===== src/hw/rtl/sth_pkg.sv =====
package sth_pkg;

	localparam int OUTER_ROUNDS_DEF = 3;
	localparam int TEA_ITERS_DEF = 5;

	localparam int WORD_W = 32;
	localparam int CFG_IDX_W = 8;

	localparam logic [WORD_W-1:0] ROUND_CONST_BASE = 32'hFFFF_FFFC;
	localparam logic [43:0] Z_SEQUENCE = 44'h938_BCA3_083F;
	localparam logic [WORD_W-1:0] TEA_DELTA = 32'h9E37_79B9;

	// configuration register indexes
	localparam logic [CFG_IDX_W-1:0] REG_KEY_WORD_0 = 8'd0;
	localparam logic [CFG_IDX_W-1:0] REG_KEY_WORD_1 = 8'd1;
	localparam logic [CFG_IDX_W-1:0] REG_KEY_WORD_2 = 8'd2;
	localparam logic [CFG_IDX_W-1:0] REG_KEY_WORD_3 = 8'd3;

	typedef logic [WORD_W-1:0] word_t;

	// block halves plus the four running round keys
	typedef struct packed {
		word_t lo;
		word_t hi;
		word_t [3:0] rk;
	} sth_data_t;

	function automatic word_t rotl(input word_t x, input int unsigned r);
		return (x << r) | (x >> (WORD_W - r));
	endfunction

	function automatic word_t simeck_f(input word_t x);
		return (x & rotl(x, 5)) ^ rotl(x, 1);
	endfunction

	// running TEA sum after round n (n counts from 1), modulo 2^32
	function automatic word_t tea_sum(input int unsigned n);
		logic [63:0] p;
		p = 64'(n) * 64'(TEA_DELTA);
		return p[WORD_W-1:0];
	endfunction

endpackage


===== src/hw/rtl/sth_tea_stage.sv =====
module sth_tea_stage
	import sth_pkg::*;
#(
	parameter logic  Z_HALF = 1'b0,
	parameter word_t SUM    = TEA_DELTA
) (
	input  logic      clk,
	input  logic      arst_n,
	input  logic      en,
	input  logic      up_valid,
	input  sth_data_t up_data,
	output logic      valid_s1,
	output sth_data_t data_s1
);

	word_t     src;
	word_t     dst;
	word_t     ka;
	word_t     kb;
	word_t     mix;
	sth_data_t nxt;

	// y half reads z and keys 0/1, z half reads y and keys 2/3
	assign src = Z_HALF ? up_data.lo : up_data.hi;
	assign dst = Z_HALF ? up_data.hi : up_data.lo;
	assign ka  = Z_HALF ? up_data.rk[2] : up_data.rk[0];
	assign kb  = Z_HALF ? up_data.rk[3] : up_data.rk[1];
	assign mix = ((src << 4) + ka) ^ (src + SUM) ^ ((src >> 5) + kb);

	always_comb begin
		nxt = up_data;
		if (Z_HALF) begin
			nxt.hi = dst + mix;
		end else begin
			nxt.lo = dst + mix;
		end
	end

	always_ff @(posedge clk or negedge arst_n) begin
		if (!arst_n) begin
			valid_s1 <= 1'b0;
		end else if (en) begin
			valid_s1 <= up_valid;
		end
	end

	always_ff @(posedge clk) begin
		if (en) begin
			data_s1 <= nxt;
		end
	end

endmodule


===== config.mk =====
export PLATFORM = sky130hd
export DESIGN_NAME = sth_tea_stage
export DESIGN_NICKNAME = d
export VERILOG_FILES = /design/src/hw/rtl/sth_pkg.sv /design/src/hw/rtl/sth_tea_stage.sv
export SDC_FILE = /design/constraint.sdc
export NUM_CORES = 1
export LEC_CHECK = 0
export ABC_CLOCK_PERIOD_IN_PS = 800
export BUFFER_PORTS_ARGS = -buffer_cell sky130_fd_sc_hd__clkbuf_2
export CAP_MARGIN = 5
export CORE_UTILIZATION = 30
export DETAILED_ROUTE_END_ITERATION = 16
export HOLD_SLACK_MARGIN = 0.05
export PLACE_DENSITY = 0.51
export SLEW_MARGIN = 25
export SYNTH_ARGS = -nofsm -noshare
export SYNTH_HDL_FRONTEND = slang
export SYNTH_SLANG_ARGS = --single-unit

===== constraint.sdc =====
create_clock -name clk -period 0.8 [get_ports clk]
set_clock_uncertainty 0.15 [all_clocks]
set_input_delay 0.04 -clock clk [delete_from_list [all_inputs] [get_ports clk]]
set_output_delay 0.04 -clock clk [all_outputs]
set_load 0.02 [all_outputs]

==> flow_metrics.env <==
export IMPL_routedWlPerCell_um=17.05
export IMPL_drt_pre_antenna_iters=4
export IMPL_p_per_area_nw_per_um2=2403
export IMPL_cts_buffer_depth=2
export IMPL_vias_per_cell=4.614
export IMPL_synth_enable_flop_cells=192
export IMPL_synth_cell_area_sq_um=11170
export IMPL_die_w_um=194.9
export IMPL_cts_sinks=193
export IMPL_worstSetupStartpointType="primary input"
export IMPL_dieArea_sq_um=38000
export IMPL_required_ps=850
export IMPL_status="finished with violations"
export IMPL_clkLatencyLatePin_ps=450
export IMPL_synth_warnings=0
export IMPL_synthCells=921
export IMPL_grt_pass1_wl_mm=58.97
export IMPL_hpwl_mm=30.68
export IMPL_ys_seq_elements=193
export IMPL_cts_htree_levels=4
export IMPL_overflow=0
export IMPL_core_area_sq_um=36610
export IMPL_fp_row_count=70
export IMPL_fp_dieH_um=194.9
export IMPL_fmax_mhz=263.9
export IMPL_gp_congestion=0.8797
export IMPL_drv_cap=0
export IMPL_placedCellCount=2080
export IMPL_worst_pin_slew_ps=469.3
export IMPL_grt_usage_pct=20.40
export IMPL_post_place_ws_ps=-3623
export IMPL_antenna_found_initial=7
export IMPL_ys_seq_area_share_pct=51.85
export IMPL_syn_num_nets=1208
export IMPL_drt_iter0_drc=388
export IMPL_crit_slowest_cell="o32a_1"
export IMPL_hold_class="primary input to register"
export IMPL_violations="negative hold slack, negative setup slack"
export IMPL_ir_worst_vdd_mv=1.912
export IMPL_path_cells="clkbuf_8 -> ha_4 -> inv_2 -> fa_2 -> nand2b_4 -> a211oi_4 -> buf_4 -> o31ai_4 -> o21bai_1 -> xnor2_1 -> xnor2_1 -> ha_1 -> buf_4 -> nor2_1 -> nor2_1 -> o41ai_4 -> a31oi_4 -> a21oi_2 -> o211a_1 -> o32a_1 -> xnor2_2 -> xnor2_1"
export IMPL_nets=2100
export IMPL_leakagePower_nw=8.949
export IMPL_grt_pass1_vias=10970
export IMPL_worstSetupPathType="primary input to register"
export IMPL_hold_ws_ps=-261.5
export IMPL_finalNonFillerCells=2301
export IMPL_yosys_cell_types_count=58
export IMPL_area_delta_synth_final_pct=81.77
export IMPL_min_period_ps=3789
export IMPL_hold_viol=36
export IMPL_grt_start_max_net_pins=49
export IMPL_final_layout_size_suffix_gt1_share_pct=50.00
export IMPL_fin_ws_ps=-2989
export IMPL_fin_area_sq_um=20300
export IMPL_vias=10620
export IMPL_cts_root_buf="clkbuf_16"
export IMPL_report_power_total_mw=48.79
export IMPL_cp_arrival_ps=3840
export IMPL_finalMaxSlewViolations=0
export IMPL_finalSetupViolations=227
export IMPL_critPathMaxFanout=3
export IMPL_antenna_left=0
export IMPL_critPathCaptureType="register"
export IMPL_fin_crit_sh_pct=473.6
export IMPL_final_core_util_pct=55.44
export IMPL_cts_buffers=17
export IMPL_crit_top_cell="xnor2_1"
export IMPL_synth_flop_cell="edfxtp_1"
export IMPL_cts_tree="done"
export IMPL_synth_avg_cell_area_sq_um=12.12
export IMPL_dpl_cell_area_sq_um=16240
export IMPL_numPortBuffers=388
export IMPL_relSlewSlack_pct=68.49
export IMPL_initial_core_util_pct=30.50
export IMPL_drt_wl_total_mm=39.22
export IMPL_cp_slowest_stage_delay_ps=360
export IMPL_rsz0062_at_grt="yes"
export IMPL_path_clk_slew_ps=70
export IMPL_drc=0
export IMPL_io_pins=389
export IMPL_async_flop_share_pct=0.5181
[cells in the final DEF, fill, tap and decap left out, types with 6 or more instances in the layout]
cell	n
a21o_1	47
a21oi_1	32
a21oi_2	28
buf_2	57
buf_4	316
buf_6	144
clkbuf_16	18
clkbuf_2	190
clkbuf_8	11
diode_2	7
dlygate4sd3_1	146
edfxtp_1	192
ha_1	69
ha_4	15
inv_1	19
inv_6	6
nand2_1	41
nand2b_1	11
nand3_1	16
nand4_1	8
nor2_1	40
nor2_2	8
nor2b_1	9
nor3_1	18
o211ai_1	9
o21a_1	7
o21ai_0	25
o21ai_1	6
o21ai_2	12
o21bai_1	12
xnor2_1	132
xnor2_2	14
xor2_1	27
[through the flow]
stage          TNS [ps]  hold slack, ps
5_1_grt         -158300          -273.1
2_1_floorplan    -69890          -405.6
3_3_place_gp    -122400          -316.5
6_report        -143700          -261.5
3_5_place_dp    -124140          -318.1
4_1_cts         -148850          -303.3
[worst paths after layout]
kind                               from            to  slack [ps]  cells past startpoint
setup / recovery           up_data[128]  data_s1[191]       -2990                     22
hold / removal             up_data[160]  data_s1[160]        -260                      2
setup reg to reg               valid_s1      valid_s1        -260                      2
hold reg to reg                valid_s1      valid_s1         490                      2
max in group asynchronous        arst_n      valid_s1          70                      3
min in group asynchronous        arst_n      valid_s1         300                      3
[state kept, by name (all words and copies together), names as in the netlist]
signal,cells
data_s1,192
valid_s1,1
[worst max-delay path, delay by kind of cell]
family	cells	cell delay, ps
buffers and inverters	4	450
XOR/XNOR	4	580
adder cells (fa/ha/maj)	3	790
AO/OA/AOI/OAI	8	1600
AND/OR/NAND/NOR	3	370
[cell type report]
class	count	area, sq um
fillers	3162	16310
flip-flops and latches	193	5792
well taps	468	585.6
diodes	7	17.52
inverters	21	78.83
clock buffers	17	425.4
repair buffers	880	7081
clock inverters	15	171.4
multi-input cells	700	6147
[report_power, final]
part | internal (mW) | switching, mW | total [mW]
clock network | 4.72 | 4.31 | 9.03
logic | 13.7 | 12.2 | 25.8
registers | 13.3 | 0.639 | 13.9
[routing by layer]
metal	vias up	GRT usage, %	part of all wire (%)
met3	51	3.262	3.8
met2	258	33.61	48
li1	5277	-	-
met1	5028	26.61	46
met5	-	0	0.033
met4	2	8.282	2.5
[synthesized netlist by cell type (3+ instances only)]
library cell / instances / area share, %
a21o_1: 47 / 3.2
and2_1: 5 / 0.28
nor2b_1: 12 / 0.67
fa_1: 3 / 0.54
nand4_1: 8 / 0.45
ha_1: 88 / 9.9
clkbuf_1: 7 / 0.24
o31ai_1: 4 / 0.27
or2_2: 3 / 0.17
nor2_1: 50 / 1.7
o21a_1: 7 / 0.47
a21oi_1: 59 / 2.6
xor2_1: 30 / 2.4
nor3_1: 19 / 0.85
o21ai_1: 3 / 0.13
a211oi_1: 13 / 0.87
xnor2_1: 147 / 12
edfxtp_1: 192 / 52
o21bai_1: 12 / 0.81
a41oi_1: 4 / 0.31
nand2_1: 44 / 1.5
a31oi_1: 6 / 0.34
a31o_2: 4 / 0.31
and3_1: 6 / 0.34
inv_1: 21 / 0.71
nor4_1: 4 / 0.22
o211ai_1: 9 / 0.60
a221oi_1: 3 / 0.24
a211o_1: 4 / 0.31
nand3_1: 20 / 0.90
nand2b_1: 12 / 0.67
o21ai_0: 39 / 1.7
[cell families after synthesis]
family                   share of synthesized area (%)
AO/OA/AOI/OAI                                    14.33
AND/OR/NAND/NOR                                  8.493
flip-flops                                       51.85
XOR/XNOR                                         13.88
adder cells (fa/ha/maj)                          10.40
buffers and inverters                           0.9413
multiplexers                                    0.1008
[repair_timing]
item,in CTS,in global routing
setup buffers,25,16
pin swaps,86,50
resized for setup,109,505
hold buffers,148,1
endpoints found under the setup margin,226,231
endpoints found under the hold margin,351,181
No activity file was read; power rests on OpenSTA's default activity.
