==> src/hw/rtl/sth_pkg.sv <==
package sth_pkg;

	localparam int OUTER_ROUNDS_DEF = 3;
	localparam int TEA_ITERS_DEF = 5;

	localparam int WORD_W = 32;
	localparam int CFG_IDX_W = 8;

	localparam logic [WORD_W-1:0] ROUND_CONST_BASE = 32'hFFFF_FFFC;
	localparam logic [43:0] Z_SEQUENCE = 44'h938_BCA3_083F;
	localparam logic [WORD_W-1:0] TEA_DELTA = 32'h9E37_79B9;

	// configuration register indexes
	localparam logic [CFG_IDX_W-1:0] REG_KEY_WORD_0 = 8'd0;
	localparam logic [CFG_IDX_W-1:0] REG_KEY_WORD_1 = 8'd1;
	localparam logic [CFG_IDX_W-1:0] REG_KEY_WORD_2 = 8'd2;
	localparam logic [CFG_IDX_W-1:0] REG_KEY_WORD_3 = 8'd3;

	typedef logic [WORD_W-1:0] word_t;

	// block halves plus the four running round keys
	typedef struct packed {
		word_t lo;
		word_t hi;
		word_t [3:0] rk;
	} sth_data_t;

	function automatic word_t rotl(input word_t x, input int unsigned r);
		return (x << r) | (x >> (WORD_W - r));
	endfunction

	function automatic word_t simeck_f(input word_t x);
		return (x & rotl(x, 5)) ^ rotl(x, 1);
	endfunction

	// running TEA sum after round n (n counts from 1), modulo 2^32
	function automatic word_t tea_sum(input int unsigned n);
		logic [63:0] p;
		p = 64'(n) * 64'(TEA_DELTA);
		return p[WORD_W-1:0];
	endfunction

endpackage

==> src/hw/rtl/sth_simeck_stage.sv <==
module sth_simeck_stage
	import sth_pkg::*;
#(
	parameter logic ZBIT = 1'b0
) (
	input  logic      clk,
	input  logic      arst_n,
	input  logic      en,
	input  logic      up_valid,
	input  sth_data_t up_data,
	output logic      valid_s1,
	output sth_data_t data_s1
);

	word_t     round_const;
	sth_data_t nxt;

	assign round_const = ROUND_CONST_BASE | {{(WORD_W-1){1'b0}}, ZBIT};

	// block round, key schedule step, then rotate keys 1..3
	always_comb begin
		nxt.hi    = simeck_f(up_data.hi) ^ up_data.lo ^ up_data.rk[0];
		nxt.lo    = up_data.hi;
		nxt.rk[0] = up_data.rk[1];
		nxt.rk[1] = up_data.rk[2];
		nxt.rk[2] = up_data.rk[3];
		nxt.rk[3] = simeck_f(up_data.rk[1]) ^ up_data.rk[0] ^ round_const;
	end

	always_ff @(posedge clk or negedge arst_n) begin
		if (!arst_n) begin
			valid_s1 <= 1'b0;
		end else if (en) begin
			valid_s1 <= up_valid;
		end
	end

	always_ff @(posedge clk) begin
		if (en) begin
			data_s1 <= nxt;
		end
	end

endmodule

==> config.mk <==
export PLATFORM = sky130hd
export DESIGN_NAME = sth_simeck_stage
export DESIGN_NICKNAME = d
export VERILOG_FILES = /design/src/hw/rtl/sth_pkg.sv /design/src/hw/rtl/sth_simeck_stage.sv
export SDC_FILE = /design/constraint.sdc
export NUM_CORES = 1
export LEC_CHECK = 0
export BUFFER_PORTS_ARGS = -buffer_cell sky130_fd_sc_hd__buf_2
export CAP_MARGIN = 20
export CORE_ASPECT_RATIO = 1.25
export CORE_MARGIN = 2
export CORE_UTILIZATION = 31
export DETAILED_ROUTE_END_ITERATION = 10
export PLACE_DENSITY_LB_ADDON = 0.05
export SLEW_MARGIN = 20
export SYNTH_ARGS = -nofsm -noshare
export SYNTH_HDL_FRONTEND = slang
export SYNTH_SLANG_ARGS = --single-unit
==> constraint.sdc <==
create_clock -name clk -period 0.8 [get_ports clk]
set_input_delay 0.04 -clock clk [delete_from_list [all_inputs] [get_ports clk]]
set_output_delay 0.04 -clock clk [all_outputs]
set_load 0.02 [all_outputs]
==> results list, run 1 <==
* Status: finished with violations
* Violated checks: setup timing
* Async set-or-reset flop fraction in the synthesized netlist: 0.518%
- Worst r2r src: valid_s1$_DFFE_PN0P_
* Switching Power: 7290 µW
- CP cell instances: buf_6
- Along the worst path, the maximum fanout reaches 1.
- Slew at the pin closest to its max-slew limit: 324 ps
* Vias in the first global route: between 5,000 and 6,000
- For this run, the detailed router's first-pass iteration total came to 4.
* Max incr delay on CP: around 440 ps
- The root buffer cell chosen for the clock tree is clkbuf_16.
* Worst reg-to-reg path cell count: 1
* Height of the chip: between 150 and 200 µm
* Number of antenna violations at the first check in global routing: 3
- End of the worst hold path: data_s1[121]$_DFFE_PP_
- The number of setup buffers added after CTS is 0.
* Sequential Power Share: 46.0%
- Clock-pin slew of the registers on the worst-case setup and hold paths: about 70 ps
* Clock tree from TritonCTS: done
* Post-layout net count: 1,135
- Synthesis produced a netlist with a net count of about 580.
* Ranking of synthesized cells by instance count: 192 x edfxtp_1, 64 x nand2_1, 62 x xnor2_1
- Achievable clock frequency: ~930 MHz
* Wire length after detailed routing: 25,200 µm
* Number of core rows: 64
* Cell accounting for the most synthesized area: edfxtp_1
- Total chip power: 27,900 µW
- Avg Cell Area, Syn: between 15 and 20 µm²
* Final setup vio count: 193
- Critical Setup Path Class: register to primary output
* HPWL reported at the end of detailed placement: 18,500 µm
* Minimum clock period after layout: 1070 ps
- Entering global routing, the biggest net connects 28 pins.
* Flip-flop cell with the highest count after synthesis: edfxtp_1
- Total standard cell area after synthesis: 7600 µm²
- Peak ir drop on the vdd network: 1.46 mV
- Top area cells in the synthesized netlist: edfxtp_1 76%, xnor3_1 9.5%, xnor2_1 7.1%
- The tool flagged a number of max-cap violations equal to 0.
- Compared with the post-synthesis result, the final layout area differs by 73.9%.
* Synthesis Warnings: 0
* Fraction of final layout cells sized beyond drive strength 1: 46.4%
- Endpoint arrival time on the critical path: 1030 ps
- On the final layout, the worst hold slack is about 14 ps.
* Crit path capture type: primary output
* Worst hold path stage count: 3
- For this run, the total global-route usage over all layers was measured as 18.5%.
- Die area: 25,800 µm²
- Clock latency on the worst-skew pair: 440 ps
* Final sum of negative setup slack: -40,130 ps
- Starting density of the core: 31.3%
- Measured against its own limit, the worst slew margin works out to 78.4%.
- Of the post-synthesis cell area, the dominant cell type holds 75.8%.
* Crit-path leading delay family: flip-flops
- In the final routed layout, each cell accounts on average for 19.7 µm.
* Number of distinct library cells after synthesis: 7
* Mean number of vias per cell: 4.22
- Cells fill between 50 and 60% of the core in the end.
* Number of sinks handled by clock tree synthesis: 193
- 1st-iter DRT viols: 246
- The share of the Yosys chip area taken by registers is between 70% and 80%.
* Tcrit/Tclk final: 134%
- Setup repair after global routing could not meet its margin everywhere.
- H-tree lvl count: 4
- Die Width: 144 µm
- Yosys instantiated no cell more often than edfxtp_1.
- Routability Congestion: 0.807
* Buffers added on ports: 388
* Fin. max-slew vios: 0
- Launch point of the worst hold path: up_data[57]
- In this run the worst hold path is classified as primary input to register.
* Critical path required time: 760 ps
- Comb power frac: between 20% and 30%
- For this run, design rule violations remaining after detail routing come to 0.
- The detail route stage leaves a number of antenna-violating nets equal to 0.
- Power density over the cells: 2110 nW/µm²
- Inserted Clock Buffers: 17
* Slowest cell on crit path: edfxtp_1
- In the synthesized netlist, the number of instances is around 390.
* Endpoints failing hold: 0
- Cell internal power was estimated by the tool at just over 20,000 µW.
* Grt total ovfl: 0
- The routed layout has 5,408 vias.
- The synthesized design contains 193 register bits.
- Counting both buffers and inverters, the worst setup path holds a total of 1.
* Maximum clock path buffer count: 2
* Kind of start point of the critical path: register
- First-pass GRT wire length: 33,700 µm
* Switching Share: 26.1%
- Across the routed clock network, the largest skew measured is 0 ps.
* Count of flip-flops with a built-in enable after synthesis: 192
* Top-Level Pins: 389
- Register-to-register path setup slack: 20 ps
- Clock network power share: a little under a third
* Final Worst Setup Slack: -274 ps
* Total leakage power: about 0.006 µW
- Core outline area: approximately 24,000 µm²
* FF-to-FF End: valid_s1$_DFFE_PN0P_
==> kinds of logic (layout without fill, tap and decap cells) <==
kind of cell,Yosys count,after routing,synth area share (%)
other,0,1,0
and+or+nand+nor,64,64,3.16
muxes,1,1,0.148
DFF,193,193,76.2
xor gates and xnor gates,128,128,20.5
buffers and inverters,0,566,0
==> power by group through the flow <==
stage / Combinational (µW) / Sequential (µW) / Clock [µW]
after global routing: 6580 / 12900 / 9440
final: 6240 / 12800 / 8830
after global placement: 4710 / 12800 / 0
after CTS: 5810 / 12700 / 9100
after detailed placement: 4760 / 12800 / 0
after floorplan: 1040 / 14200 / 0
==> state kept, by name, indices dropped and copies added (netlist names) <==
name,flops
data_s1,192
valid_s1,1
==> repair_timing <==
item                       in CTS  in global routing
pin swaps                       0                  1
setup endpoints to repair     193                211
hold buffers                  139                  1
gates resized for setup       158                191
hold endpoints to repair      149                  2
==> metrics by stage <==
stage / area [µm²] / setup WS (ps) / std cells
floorplan: 7600 / -13.3 / 386
global placement: 10200 / -133 / 1124
detailed placement: 10200 / -130 / 1124
CTS: 12700 / -320 / 1295
global route: 13200 / -327 / 1282
finish: 13200 / -274 / 1283
==> per-layer routing <==
layer  up-vias  GRT usage, %  share of wire [%]
met1      2623          19.2                 35
met4         4          5.68                1.4
met5         -             0               0.10
met3        24          5.96                8.1
met2       245          35.0                 55
li1       2512             -                  -
==> worst max-delay path by stage <==
stage / depth (start not counted) / to / startpoint
5_1_grt: 1 / data_s1[82] / data_s1[82]$_DFFE_PP_
4_1_cts: 1 / data_s1[82] / data_s1[82]$_DFFE_PP_
3_3_place_gp: 3 / data_s1[150]$_DFFE_PP_ / up_data[145]
6_report: 1 / data_s1[82] / data_s1[82]$_DFFE_PP_
3_5_place_dp: 3 / data_s1[150]$_DFFE_PP_ / up_data[145]
2_1_floorplan: 1 / valid_s1$_DFFE_PN0P_ / valid_s1$_DFFE_PN0P_
==> cells in the final DEF (no fill, tap or decap), types with 3 or more instances in the layout <==
cell / n
buf_2: 213
xnor2_2: 9
buf_4: 14
buf_12: 6
xor2_1: 34
xnor3_1: 32
dlygate4sd3_1: 127
clkinv_2: 3
xnor2_1: 53
buf_6: 166
edfxtp_1: 192
nand2_1: 64
inv_6: 6
bufinv_16: 3
clkbuf_16: 17
dlymetal6s4s_1: 7
==> final cells by class <==
class	instances	area [µm²]
antenna	1	2.50
clock buffer	17	425
clock inverter	15	178
timing repair buffer	534	4530
tap	330	413
sequential	193	5790
multi-input combinational	193	1880
fill	1984	11000
(Power assumes the default switching activity.)
==> run 2: changes to the inputs <==
--- a/config.mk
+++ b/config.mk
@@ -16,3 +16,4 @@
 export SYNTH_ARGS = -nofsm -noshare
 export SYNTH_HDL_FRONTEND = slang
 export SYNTH_SLANG_ARGS = --single-unit
+export TNS_END_PERCENT = 10
==> run 2 against run 1 <==
  * The run still ends with setup timing left
  * First-iteration DRC count fell by 16%
  * Sequential power about the same
  * Core utilization is 2.7 points lower
  * Via count is essentially flat
  * Power down 2.8%
  * Final area shrank 5.0%
  * Hold slack lost 1.7 ps
  * Combinational power is 10% lower
  * Largest cell class unchanged
  * Largest power group unchanged
==> results list, run 2 (synthesized netlist as in run 1, its figures left out) <==
- The worst-path maximum fanout is 1 (unchanged).
- CP cell instances: buf_6
- Register with the most flip-flops: data_s1
* Die area: 25,800 µm² (unchanged)
- Layout-stage area growth over the synthesis result: 65.2%
* Maximum Capacitance Violations: 0 (unchanged)
- Root buffer cell: clkbuf_16
- The flip-flop count of the largest register after layout came to 192 (unchanged).
* Final sum of negative setup slack: -39,930 ps (+195 ps)
- The remaining antenna violation count came to 0 (unchanged).
* Critical path required time: 760 ps (about the same)
- STA classifies the critical path startpoint as a register.
- Inserted Clock Buffers: 17 (unchanged)
- In this run the most used layer during global routing was met2.
- Slew Limit Headroom: 81.6% (+3.2 points)
- Worst r2r src: valid_s1$_DFFE_PN0P_
- Vias after detailed routing: 5,410 (+0.037%)
- The data arrival time at the worst-slack endpoint came to 1040 ps (about the same).
- The die outline height is 179 µm (unchanged).
- The number of H-tree levels was 4 (unchanged).
- The effective utilization at floorplan was 31.3% (unchanged).
- The number of antenna violations at the first check in global routing is 3 (unchanged).
- The delay of the slowest cell on the worst path was 440 ps (about the same).
* Slowest cell on crit path: edfxtp_1
- Fraction of final layout cells sized beyond drive strength 1: 46.9% (+0.51 points)
- The I/O pin total was 389 (unchanged).
* Post-layout net count: 1,148 (+1.1%)
* Count of placed standard cells including taps: 1,124 (unchanged)
- The routing usage on met2 was 35.0% (about the same).
- Tracing the worst setup path back leads to its startpoint at data_s1[82]$_DFFE_PP_.
- The clock skew after layout came to 0 ps (unchanged).
* Peak ir drop on the vdd network: 1.45 mV (-0.15%)
- Stages on the worst setup path: 1 (unchanged)
* Buffers added on ports: 388 (unchanged)
* Final setup vio count: 196 (+1.6%)
- The final cell count without fillers was 1,296 (+1.0%).
* GRT Overall Usage: 18.5% (about the same)
* Most frequent standard cell in the layout excluding fill and tap cells: buf_2
* Hold Slack: 11.9 ps (-1.73 ps)
* Number of core rows: 64 (unchanged)
- The slew at the pin closest to its max-slew limit was 276 ps (-48.4 ps).
- The max-slew violation count is 0 (unchanged).
* Largest net degree at the start of global routing: 28 (unchanged)
* Most frequent cells in the layout: 340 x buf_2, 192 x edfxtp_1, 133 x dlygate4sd3_1
- Violated checks: setup timing
- The final design instance area without fill was 12,600 µm² (-5.0%).
- In the final layout, the registers with the most flip-flops are data_s1 (192), valid_s1 (1).
- Number of sinks handled by clock tree synthesis: 193 (unchanged)
* Maximum clock path buffer count: 2 (unchanged)
- Tcrit/Tclk final: 135% (+0.97 points)
- The number of design-rule violations left by the first detailed-router iteration was 207 (-16%).
- Crit path capture type: primary output
* Wire length after detailed routing: 24,900 µm (-1.4%)
* HPWL reported at the end of detailed placement: 18,500 µm (unchanged)
- Status: finished with violations
- The worst-skew pair later-pin latency is 440 ps (about the same).
- The average wire per standard cell is 19.2 µm (-2.4%).
- The met1 capacity usage during global routing was 19.0% (-0.15 points).
- Number of buffers inserted to repair setup after CTS: 0 (unchanged)
- Final cell utilization of the core: 51.8% (-2.7 points)
- Achievable clock frequency: 925 MHz (-0.71%)
* Die Width: 144 µm (unchanged)
- The combined buffer and inverter count along the critical path was 1 (unchanged).
- Area of placed instances: 10,200 µm² (unchanged)
* FF-to-FF End: valid_s1$_DFFE_PN0P_
- Vias in the first global route: 5,631 (-0.27%)
* Grt total ovfl: 0 (unchanged)
- Crit-path leading delay family: flip-flops
* Critical Setup Path Class: register to primary output
- The register clock-pin slew on the reported worst setup and hold paths came to 70 ps (about the same).
- The worst reg2reg path depth is 1 (unchanged).
* Remaining DRCs: 0 (unchanged)
- The number of detailed-route iterations in the first pass is 4 (unchanged).
- The core box area came to 24,300 µm² (unchanged).
- First-pass GRT wire length: 33,600 µm (-0.16%)
- The time the worst path needs with I/O delays and setup was 1080 ps (+7.72 ps).
- Power density over the cells: 2160 nW/µm² (+2.3%)
- Timing endpoint of the critical path: data_s1[82]
- Register-to-register path setup slack: 20 ps (about the same)
- Worst Hold Class: primary input to register
* Final Worst Setup Slack: -281 ps (-7.72 ps)
* Total leakage power: 0.00561 µW (-3.9%)
- Endpoints failing hold: 0 (unchanged)
* Routability Congestion: 0.807 (unchanged)
- The met3 capacity usage during global routing was 6.09% (+0.13 points).
- The detailed-route vias per instance came to 4.17 (-0.97%).
* Setup repair after global routing missed its margin: true
- Clock tree from TritonCTS: done
run 2: cell count changes in the layout (fill, tap and decap cells not counted):
cell            previous run  this run
buf_2                    213       340
buf_6                    166        50
dlygate4sd3_1            127       133
dlymetal6s4s_1             7         3
run 2: through the flow:
step / total power (µW) / setup WS [ps]
floorplan: 15200 / -13.3
global placement: 17500 / -133
detailed placement: 17600 / -130
CTS: 27200 / -320
global route: 28100 / -327
finish: 27100 / -281
run 2: metal layers:
layer / vias up / part of all wire [%]
met4: 4 / 1.3
met2: 247 / 55
met3: 22 / 8.4
met1: 2594 / 36
li1: 2543 / -
met5: - / 0.10
run 2: worst min path at each step:
stage                 from                endpoint  depth (start not counted)
2_1_floorplan       arst_n    valid_s1$_DFFE_PN0P_                          0
4_1_cts        up_data[15]  data_s1[143]$_DFFE_PP_                          2
3_3_place_gp        arst_n    valid_s1$_DFFE_PN0P_                          1
3_5_place_dp        arst_n    valid_s1$_DFFE_PN0P_                          1
5_1_grt        up_data[11]  data_s1[139]$_DFFE_PP_                          2
6_report       up_data[21]  data_s1[149]$_DFFE_PP_                          2
run 2: final cells by class:
type / count / area [µm²]
flip-flops and latches: 193 / 5790
fillers: 2112 / 11700
multi-input cells: 193 / 1880
diodes: 1 / 2.50
clock inverters: 15 / 178
well taps: 330 / 413
repair buffers: 547 / 3870
clock buffers: 17 / 425
run 2: repair_timing:
item / in CTS / in global routing
gates cloned: 0 / 0
hold endpoints to repair: 149 / 0
hold buffers: 139 / 0
setup endpoints to repair: 193 / 211
resized for setup: 46 / 73
run 2: power breakdown:
group	internal, µW	switching (µW)	leakage (µW)
sequential	12400	320	0.00189
combinational	2650	2950	0.00342
clock	4960	3900	0.000297
total	20000	7170	0.00561
==> run 3: changes to the inputs <==
==> constraint.sdc (replaced) <==
create_clock -name clk -period 1.1 [get_ports clk]
set_input_delay 0.055 -clock clk [delete_from_list [all_inputs] [get_ports clk]]
set_output_delay 0.055 -clock clk [all_outputs]
set_load 0.02 [all_outputs]
==> run 3 against run 2 <==
  * The run now ends clean
  * Die area stayed put
  * Via count shrank 1.4%
  * Combinational power fell by 33%
  * Critical path depth did not move
  * Routed wire length shrank 3.4%
  * First-iteration DRC count is 22% higher
  * Sequential cell count did not move
  * Hold slack better by 11 ps
  * Core utilization shrank 2.3 points
  * Sequential power fell by 28%
  * Largest power group unchanged
==> results list, run 3 (synthesized netlist as in run 1, its figures left out) <==
* Setup repair after global routing missed its margin: true
- The remaining antenna violation count was 0 (unchanged).
* Final sum of negative setup slack: 0 ps (+39,930 ps)
- The final hold slack came to 22.4 ps (+10.6 ps).
* Maximum clock path buffer count: 2 (unchanged)
- Starting density of the core: 31.3% (unchanged)
- The clock group share of total power came to 32.9% (+0.3 points).
- The number of placed instances, taps included is 1,112 (-1.1%).
* Total chip power: 19,200 µW (-29%)
- Endpoints failing hold: 0 (unchanged)
* Number of buffers inserted to repair setup after CTS: 0 (unchanged)
* Clock tree skew after final layout: 0 ps (unchanged)
- Top Registers: data_s1 (192), valid_s1 (1)
- The number of antenna violations at the first check in global routing is 7 (+4).
- Crit-path leading delay family: flip-flops
* Max incr delay on CP: 440 ps (about the same)
- The filler cell count in the final layout was 2,142 (+1.4%).
- Comb power frac: 19.4% (-1.2 points)
* Number of core rows: 64 (unchanged)
- The switching power as a share of total power was 26.1% (-0.30 points).
- The vias after detailed routing came to 5,332 (-1.4%).
- Minimum setup slack after placement: 129 ps (+258 ps)
* Die Width: 144 µm (unchanged)
- The power per standard cell area was 1600 nW/µm² (-26%).
* Register with the most flip-flops: data_s1
- Post-layout net count: 1,128 (-1.7%)
- The combined buffer and inverter count along the critical path is 1 (unchanged).
- Largest net degree at the start of global routing: 42 (+50%)
* Mean number of vias per cell: 4.17 (-0.21%)
* H-tree lvl count: 4 (unchanged)
- The final cell count without fillers was 1,280 (-1.2%).
- Slowest cell on crit path: edfxtp_1
- The max-slew violation count was 0 (unchanged).
- The data required time of the worst path is 1040 ps (+280 ps).
- Most frequent standard cell in the layout excluding fill and tap cells: buf_2
* Vias in the first global route: 5,544 (-1.5%)
* GRT Overall Usage: 18.0% (-0.50 points)
- The worst setup path is of the register to primary output kind.
- Layout-stage area growth over the synthesis result: 57.9%
* Slew Limit Headroom: 76.4% (-5.2 points)
- HPWL reported at the end of detailed placement: 18,200 µm (-1.4%)
* Initial DRT Pass Iterations: 4 (unchanged)
- The tightest min-delay check is of the primary input to register type.
* Inserted Clock Buffers: 17 (unchanged)
- Root buffer cell: clkbuf_16
* Die area: 25,800 µm² (unchanged)
- The flip-flop count of the largest register after layout was 192 (unchanged).
- STA classifies the critical path startpoint as a register.
- Endpoint arrival time on the critical path: 1020 ps (-20 ps)
- The I/O pin total came to 389 (unchanged).
- The residual overflow from global routing was 0 (unchanged).
* Total leakage power: 0.00532 µW (-5.1%)
- The flow ran to the end, and the final reports show no timing, DRC or antenna violations.
- Most frequent cells in the layout: 385 x buf_2, 192 x edfxtp_1, 131 x dlygate4sd3_1
- The final critical path takes up 97.9% of the cycle.
- Switching Power: 5020 µW (-30%)
- Static timing analysis puts the maximum clock frequency at 928 MHz.
* Peak ir drop on the vdd network: 1.05 mV (-27%)
* Final Worst Setup Slack: 22.6 ps (+304 ps)
* 1st-iter DRT viols: 252 (+22%)
- Slew at the pin closest to its max-slew limit: 352 ps (+76.2 ps)
- The portion of total power attributed to sequential cells was 47.7% (+1.0 points).
- TritonCTS built the clock tree.
- The share of layout cells above drive strength 1 was 45.1% (-1.9 points).
- The final estimated routing congestion in global placement is 0.820 (+1.6%).
- The worst-path maximum fanout was 1 (unchanged).
* Crit path capture type: primary output
* Worst hold path stage count: 1 (-1)
* Maximum Capacitance Violations: 0 (unchanged)
- The worst reg2reg path depth is 1 (unchanged).
- The routed wire length is 24,000 µm (-3.4%).
- The number of I/O port buffers was 388 (unchanged).
* Number of sinks handled by clock tree synthesis: 193 (unchanged)
- First-pass GRT wire length: 32,600 µm (-2.9%)
* Core outline area: 24,300 µm² (unchanged)
- Int Power: 14,200 µW (-29%)
- Clock latency on the worst-skew pair: 430 ps (about the same)
- The register clock-pin slew on the reported worst setup and hold paths was 70 ps (about the same).
* CP cell instances: buf_6
- Stages on the worst setup path: 1 (unchanged)
- The detailed-route DRC error count came to 0 (unchanged).
- Routed wirelength normalized by instance count: 18.8 µm (-2.2%)
* Minimum clock period after layout: ~1100 ps
* Height of the chip: 179 µm (unchanged)
* Final setup vio count: 0 (-100%)
[run 3: cell count changes in the layout (fill, tap and decap cells not counted), moves of 2 or more]
| cell | delta |
|---|---|
| dlygate4sd3_1 | -2 |
| buf_4 | -10 |
| inv_6 | -3 |
| buf_6 | -48 |
| diode_2 | +4 |
| xnor2_2 | -9 |
| clkbuf_1 | +2 |
| buf_2 | +45 |
| xnor2_1 | +9 |
| buf_12 | -2 |
| dlymetal6s4s_1 | -3 |
[run 3: stage by stage]
stage,utilization [%],area (µm²)
6_report,49.5,12000
5_1_grt,49.5,12000
4_1_cts,49.4,12000
3_5_place_dp,41.5,10100
3_3_place_gp,41.5,10100
2_1_floorplan,-,7600
[run 3: power by group through the flow]
stage	clock [µW]	combinational, µW	sequential, µW
2_1_floorplan	0	756	10300
3_3_place_gp	0	3380	9310
3_5_place_dp	0	3420	9320
4_1_cts	6540	3790	9170
5_1_grt	6770	4000	9230
6_report	6320	3730	9160
[run 3: final cells by class]
cell class / instances / area, µm² / area share, %
antenna: 5 / 12.5 / 0.104
timing repair buffer: 527 / 3380 / 28.2
multi-input combinational: 193 / 1810 / 15.1
clock inverter: 13 / 160 / 1.33
tap: 330 / 413 / 3.44
clock buffer: 19 / 433 / 3.61
sequential: 193 / 5790 / 48.2
[run 3: routing by layer]
layer / up-vias / track usage (%) / routed length [µm]
met1: 2509 / 17.7 / 8470
met5: - / 0 / 30
met3: 39 / 6.76 / 2190
met4: 4 / 8.21 / 603
li1: 2501 / - / -
met2: 279 / 33.0 / 12700
[run 3: what timing repair did]
| action | in CTS | in global routing |
|---|---|---|
| hold endpoints to repair | 130 | 0 |
| setup endpoints to repair | 3 | 6 |
| gates cloned | 0 | 0 |
| hold buffers | 131 | 0 |
| gates resized for setup | 2 | 2 |
[run 3: worst paths after layout]
check / end / slack, ps / from
min in group asynchronous: valid_s1$_DFFE_PN0P_ / 450 / arst_n
setup / recovery: data_s1[73] / 20 / data_s1[73]$_DFFE_PP_
max in group asynchronous: valid_s1$_DFFE_PN0P_ / 550 / arst_n
setup reg to reg: valid_s1$_DFFE_PN0P_ / 360 / valid_s1$_DFFE_PN0P_
hold / removal: data_s1[170]$_DFFE_PP_ / 20 / en
hold reg to reg: valid_s1$_DFFE_PN0P_ / 510 / valid_s1$_DFFE_PN0P_
